==> config.mk <==
export PLATFORM = sky130hd
export DESIGN_NAME = ptc_ctrl
export DESIGN_NICKNAME = d
export VERILOG_FILES = /design/src/hw/rtl/ptc_pkg.sv /design/src/hw/rtl/ptc_ctrl.sv
export SDC_FILE = /design/constraint.sdc
export NUM_CORES = 1
export LEC_CHECK = 0
export ABC_AREA = 0
export BUFFER_PORTS_ARGS = -buffer_cell sky130_fd_sc_hd__buf_4
export CORE_AREA = 2 2 39 41
export CTS_BUF_LIST = sky130_fd_sc_hd__clkbuf_16
export DETAILED_ROUTE_END_ITERATION = 8
export DIE_AREA = 0 0 41 43
export PLACE_DENSITY = 0.87
export SLEW_MARGIN = 20
export SYNTH_ARGS = -nofsm -noshare
export SYNTH_HDL_FRONTEND = slang
export SYNTH_SLANG_ARGS = --single-unit
==> constraint.sdc <==
create_clock -name clk -period 2 [get_ports clk]
set_clock_uncertainty 0.05 [all_clocks]
set_input_delay 0.1 -clock clk [delete_from_list [all_inputs] [get_ports clk]]
set_output_delay 0.1 -clock clk [all_outputs]
set_load 0.01 [all_outputs]
==> src/hw/rtl/ptc_pkg.sv <==
`default_nettype none
package ptc_pkg;

    localparam int ENTRIES      = 64;
    localparam int COUNTER_BITS = 32;
    localparam int IDX_W        = $clog2(ENTRIES);
    localparam int I_W          = (IDX_W > 5) ? IDX_W : 5;
    localparam int CMP_W        = ((IDX_W > 7) ? IDX_W : 7) + 2;
    localparam int ITEMS        = 32;
    localparam int ITEM_W       = 5;

    localparam logic [5:0]  SEL_MAC   = 6'd32;
    localparam logic [5:0]  SEL_IP    = 6'd33;
    localparam logic [15:0] ETH_IPV4  = 16'h0800;
    localparam logic [15:0] ETH_ARP   = 16'h0806;
    localparam logic [47:0] BCAST_MAC = 48'hFFFF_FFFF_FFFF;

    typedef enum logic [3:0] {
        S_IDLE,
        S_CLASS,
        S_SRD,
        S_SCMP,
        S_BWR,
        S_INS,
        S_BCCHK,
        S_BCWR,
        S_NEXT,
        S_RADDR,
        S_ROUT
    } ptc_state_t;

    typedef struct packed {
        logic cap_en;
        logic cap_clear;
        logic cls_load;
        logic dst;
        logic i_clr;
        logic i_inc;
        logic rd_latch;
        logic rd_mode;
        logic bump_wr;
        logic sweep_wr;
        logic used_inc;
        logic out_load;
    } ptc_cmd_t;

    typedef struct packed {
        logic             eth_ok;
        logic             pos_ge13;
        logic             i_lt_used;
        logic             match;
        logic             bcast;
        logic             full;
        logic             i_last;
        logic             out_free;
        logic [IDX_W-1:0] used;
    } ptc_sts_t;

endpackage
`default_nettype wire

==> src/hw/rtl/ptc_ctrl.sv <==
`default_nettype none
module ptc_ctrl (
    input  wire logic              clk,
    input  wire logic              rst_n,
    input  wire logic              valid,
    input  wire logic              command,
    input  wire logic              frame_last,
    output logic                   ready,
    output ptc_pkg::ptc_cmd_t      cmd,
    input  wire ptc_pkg::ptc_sts_t sts
);

    ptc_pkg::ptc_state_t state_reg, state_next;
    logic                phase_reg, phase_next;
    logic                acc;

    always_ff @(posedge clk or negedge rst_n)
    begin
        if (!rst_n)
        begin
            state_reg <= ptc_pkg::S_IDLE;
            phase_reg <= 1'b0;
        end
        else
        begin
            state_reg <= state_next;
            phase_reg <= phase_next;
        end
    end

    always_comb
    begin
        state_next = state_reg;
        phase_next = phase_reg;
        cmd        = '0;
        cmd.dst    = phase_reg;
        ready      = (state_reg == ptc_pkg::S_IDLE);
        acc        = valid && ready;
        case (state_reg)
            ptc_pkg::S_IDLE:
            begin
                if (acc && !command)
                begin
                    cmd.cap_en = 1'b1;
                    if (frame_last)
                    begin
                        if (sts.pos_ge13)
                            state_next = ptc_pkg::S_CLASS;
                        else
                            cmd.cap_clear = 1'b1;
                    end
                end
                else if (acc)
                begin
                    cmd.rd_latch = 1'b1;
                    state_next   = ptc_pkg::S_RADDR;
                end
            end
            ptc_pkg::S_CLASS:
            begin
                if (!sts.eth_ok)
                begin
                    cmd.cap_clear = 1'b1;
                    state_next    = ptc_pkg::S_IDLE;
                end
                else
                begin
                    cmd.cls_load = 1'b1;
                    cmd.i_clr    = 1'b1;
                    phase_next   = 1'b0;
                    state_next   = ptc_pkg::S_SRD;
                end
            end
            ptc_pkg::S_SRD:
            begin
                if (sts.i_lt_used)
                    state_next = ptc_pkg::S_SCMP;
                else if (sts.full)
                    state_next = ptc_pkg::S_NEXT;
                else
                begin
                    cmd.i_clr  = 1'b1;
                    state_next = ptc_pkg::S_INS;
                end
            end
            ptc_pkg::S_SCMP:
            begin
                if (sts.match && phase_reg && sts.bcast)
                begin
                    cmd.i_clr  = 1'b1;
                    state_next = ptc_pkg::S_BCCHK;
                end
                else if (sts.match)
                    state_next = ptc_pkg::S_BWR;
                else
                begin
                    cmd.i_inc  = 1'b1;
                    state_next = ptc_pkg::S_SRD;
                end
            end
            ptc_pkg::S_BWR:
            begin
                cmd.bump_wr = 1'b1;
                state_next  = ptc_pkg::S_NEXT;
            end
            ptc_pkg::S_INS:
            begin
                cmd.sweep_wr = 1'b1;
                if (sts.i_last)
                begin
                    cmd.used_inc = 1'b1;
                    state_next   = ptc_pkg::S_NEXT;
                end
                else
                    cmd.i_inc = 1'b1;
            end
            ptc_pkg::S_BCCHK:
            begin
                if (sts.i_lt_used)
                    state_next = ptc_pkg::S_BCWR;
                else
                    state_next = ptc_pkg::S_NEXT;
            end
            ptc_pkg::S_BCWR:
            begin
                cmd.bump_wr = 1'b1;
                cmd.i_inc   = 1'b1;
                state_next  = ptc_pkg::S_BCCHK;
            end
            ptc_pkg::S_NEXT:
            begin
                if (!phase_reg)
                begin
                    phase_next = 1'b1;
                    cmd.i_clr  = 1'b1;
                    state_next = ptc_pkg::S_SRD;
                end
                else
                begin
                    phase_next    = 1'b0;
                    cmd.cap_clear = 1'b1;
                    state_next    = ptc_pkg::S_IDLE;
                end
            end
            ptc_pkg::S_RADDR:
            begin
                cmd.rd_mode = 1'b1;
                state_next  = ptc_pkg::S_ROUT;
            end
            ptc_pkg::S_ROUT:
            begin
                cmd.rd_mode = 1'b1;
                if (sts.out_free)
                begin
                    cmd.out_load = 1'b1;
                    state_next   = ptc_pkg::S_IDLE;
                end
            end
            default:
            begin
                state_next = ptc_pkg::S_IDLE;
            end
        endcase
    end

endmodule
`default_nettype wire

==> insert_results.sql <==
INSERT INTO impl_metrics (metric_group, metric, value, unit) VALUES
('yosys', 'yosys_register_bits', '5', ''),
('yosys', 'synth_cell_type_count', '31', ''),
('yosys', 'synth_enable_flop_cells', '0', ''),
('global_routing', 'grt_pass1_vias', '605', ''),
('global_routing', 'grt_pass1_wl', '2460', 'µm'),
('cts', 'cts-root-buf', 'sky130_fd_sc_hd__clkbuf_16', ''),
('floorplanning', 'chipHeight', '43', 'µm'),
('yosys', 'synth_cells', '75', ''),
('floorplanning', 'die_w', '41', 'µm'),
('final_layout', 'layout-drive-gt1-share', '0.300', ''),
('sta', 'min_period_over_period', '0.920', ''),
('yosys', 'mappedNetlistNets', '94', ''),
('floorplanning', 'num_io_pins', '32', ''),
('placement', 'detailedPlacementHpwl', '1130', 'µm'),
('final_layout', 'antenna_cells_inserted', '0', ''),
('global_routing', 'grt-ovfl-total', '0', ''),
('sta', 'worst_slew_pin_slew', '560', 'ps'),
('setup_path', 'crit_arrival', '1690', 'ps'),
('cts', 'cts-root-to-sink-buffers', '2', ''),
('yosys', 'yosys.area_share.adder', '0', ''),
('sta', 'max_freq', '0.543', 'GHz'),
('sta', 'maxSlewViolCount', '0', ''),
('final_layout', 'final_std_cells_w_o_fill', '116', ''),
('yosys', 'syn-mean-instance-area', '7.36', 'µm²'),
('final_layout', 'stdcell_area', '807', 'µm²'),
('cts', 'tritoncts', 'yes', ''),
('power', 'peak_vdd_ir', '0.000993', 'V'),
('final_layout', 'largest_register_ffs', '4', ''),
('sta', 'setup-tns-final', '0', 'ps'),
('cts', 'cts.clk_slew.worst_paths', '30', 'ps'),
('global_routing', 'maximum_number_of_pins_on_one_net_before_global_route_repair', '18', ''),
('drt', 'drt_pre_antenna_iters', '4', ''),
('min_path', 'min_path_type', 'in2reg', ''),
('cts', 'tritoncts_num_sinks', '5', ''),
('sta', 'final_critical_path_setup_slack', '160', 'ps'),
('floorplanning', 'initial_core_util', '0.399', ''),
('floorplanning', 'fp.coreArea', '0.00138', 'mm²'),
('outcome', 'outcome', 'finished, final reports clean', ''),
('yosys', 'synthMuxAreaShare', '0.0181', ''),
('setup_path', 'endpoint_kind', 'output port', ''),
('cts', 'clock_latency', '220', 'ps'),
('yosys', 'async_reset_ff_frac', '1.00', ''),
('yosys', 'synthDominantCellAreaShare', '0.227', ''),
('global_routing', 'grtUsageMet2', '0.313', ''),
('global_routing', 'initial_antenna_violation_count', '0', ''),
('final_layout', 'nNetsFinal', '120', ''),
('power', 'p_per_area', '1500', 'mW/mm²'),
('setup_path', 'regToRegSetupSlack', '460', 'ps'),
('cts', 'cts_max_level', '1', ''),
('sta', 'hold_viol_final', '0', ''),
('power', 'leakagePower', '0.387', 'nW'),
('yosys', 'yosys-top-cells-count', 'sky130_fd_sc_hd__nand2_1, sky130_fd_sc_hd__a21oi_1, sky130_fd_sc_hd__nor2_1, sky130_fd_sc_hd__dfrtp_1, sky130_fd_sc_hd__o21ai_0', ''),
('drt', 'route.vias.total', '649', ''),
('setup_path', 'critical_path_class', 'reg2out', ''),
('sta', 'fin_crit_period', '1840', 'ps'),
('drt', 'wl_per_cell', '12.9', 'µm'),
('placement', 'gp_congestion', '0.822', ''),
('global_routing', 'grt.total_usage', '0.201', ''),
('global_routing', 'global_route.peak_usage_layer', 'met2', ''),
('yosys', 'yosys.area_share.xor_xnor', '0', ''),
('cts', 'cts-buffers-inserted', '3', ''),
('placement', 'detailedPlace.worstSlack', '414', 'ps'),
('final_layout', 'layout-area-overhead-vs-synth', '46.3', '%'),
('setup_path', 'timing.critical_path.required', '1850', 'ps'),
('yosys', 'synth_top_family_by_area', 'simple AND/OR/NAND/NOR gates', ''),
('floorplanning', 'die_area', '0.00176', 'mm²'),
('yosys', 'synth_top_cell_by_area', 'sky130_fd_sc_hd__dfrtp_1', ''),
('drt', 'ant_nets', '0', ''),
('setup_path', 'critical_path_peak_fanout', '17', ''),
('placement', 'port_buffers', '25', ''),
('yosys', 'post_synthesis_compound_gate_area_fraction', '0.290', '');
placed cells by master, fill, tap and decap left out, drive strengths merged:
| cell | n |
|---|---|
| a21oi | 7 |
| a22o | 1 |
| a22oi | 1 |
| a32o | 1 |
| and2 | 2 |
| and2b | 1 |
| and3 | 4 |
| buf | 25 |
| clkbuf | 3 |
| dfrtp | 5 |
| dlygate4sd3 | 1 |
| inv | 5 |
| mux2i | 1 |
| nand2 | 8 |
| nand2b | 1 |
| nand3 | 1 |
| nand3b | 2 |
| nand4 | 1 |
| nor2 | 6 |
| nor2b | 4 |
| nor3 | 3 |
| nor4 | 1 |
| o2111ai | 1 |
| o211ai | 1 |
| o21a | 2 |
| o21ai | 6 |
| o22ai | 2 |
| o31a | 2 |
| o31ai | 1 |
| or2 | 1 |
critical path: stages, from the launching register on:
cell                      delay [ps]
sky130_fd_sc_hd__dfrtp_1         690
sky130_fd_sc_hd__and2b_1         300
sky130_fd_sc_hd__and3_1          230
sky130_fd_sc_hd__and2_1          140
sky130_fd_sc_hd__buf_4           110
layer usage:
metal | wire [µm] | part of all wire | vias to the layer above
met5 | 0 | 0 | -
met4 | 0 | 0 | 0
met3 | 115 | 0.077 | 0
met2 | 725 | 0.48 | 27
met1 | 657 | 0.44 | 296
li1 | - | - | 326
power by group:
| group | internal, mW | leakage (nW) | switching [mW] |
|---|---|---|---|
| clock | 0.258 | 0.0423 | 0.0590 |
| combinational | 0.307 | 0.280 | 0.300 |
| sequential | 0.143 | 0.0646 | 0.143 |
worst paths after layout:
check | startpoint | to | cells after the start
min | sts[6] | state_reg[3] | 2
min in group asynchronous | rst_n | state_reg[2] | 2
max | state_reg[0] | cmd[1] | 4
min reg2reg | phase_reg | phase_reg | 2
max reg2reg | state_reg[0] | state_reg[0] | 3
max in group asynchronous | rst_n | state_reg[3] | 2
through the flow:
step,power (mW),hold WS (ps)
after floorplan,0.716,-246
after global placement,0.869,-148
after detailed placement,0.888,-147
after CTS,1.22,37.2
after global routing,1.31,59.6
final,1.21,38.6
final cells by class:
type	instances	area, µm²
multi-input combinational	61	370
sequential	5	125
fill	144	577
timing repair buffer	26	198
tap	16	20.0
inverter	4	15.0
clock buffer	3	75.1
clock inverter	1	3.75
kinds of logic (layout without fill, tap and decap cells):
group / after synthesis / count (layout)
and+or+nand+nor: 35 / 35
buffers and inverters: 9 / 34
muxes: 1 / 1
AOI/OAI and AO/OA: 25 / 25
DFF: 5 / 5
timing repair:
item	in CTS	in global routing
hold buffers	1	0
endpoints found under the hold margin	5	0
setup endpoints to repair	0	0
gates resized for setup	0	0
(Power assumes the default switching activity.)
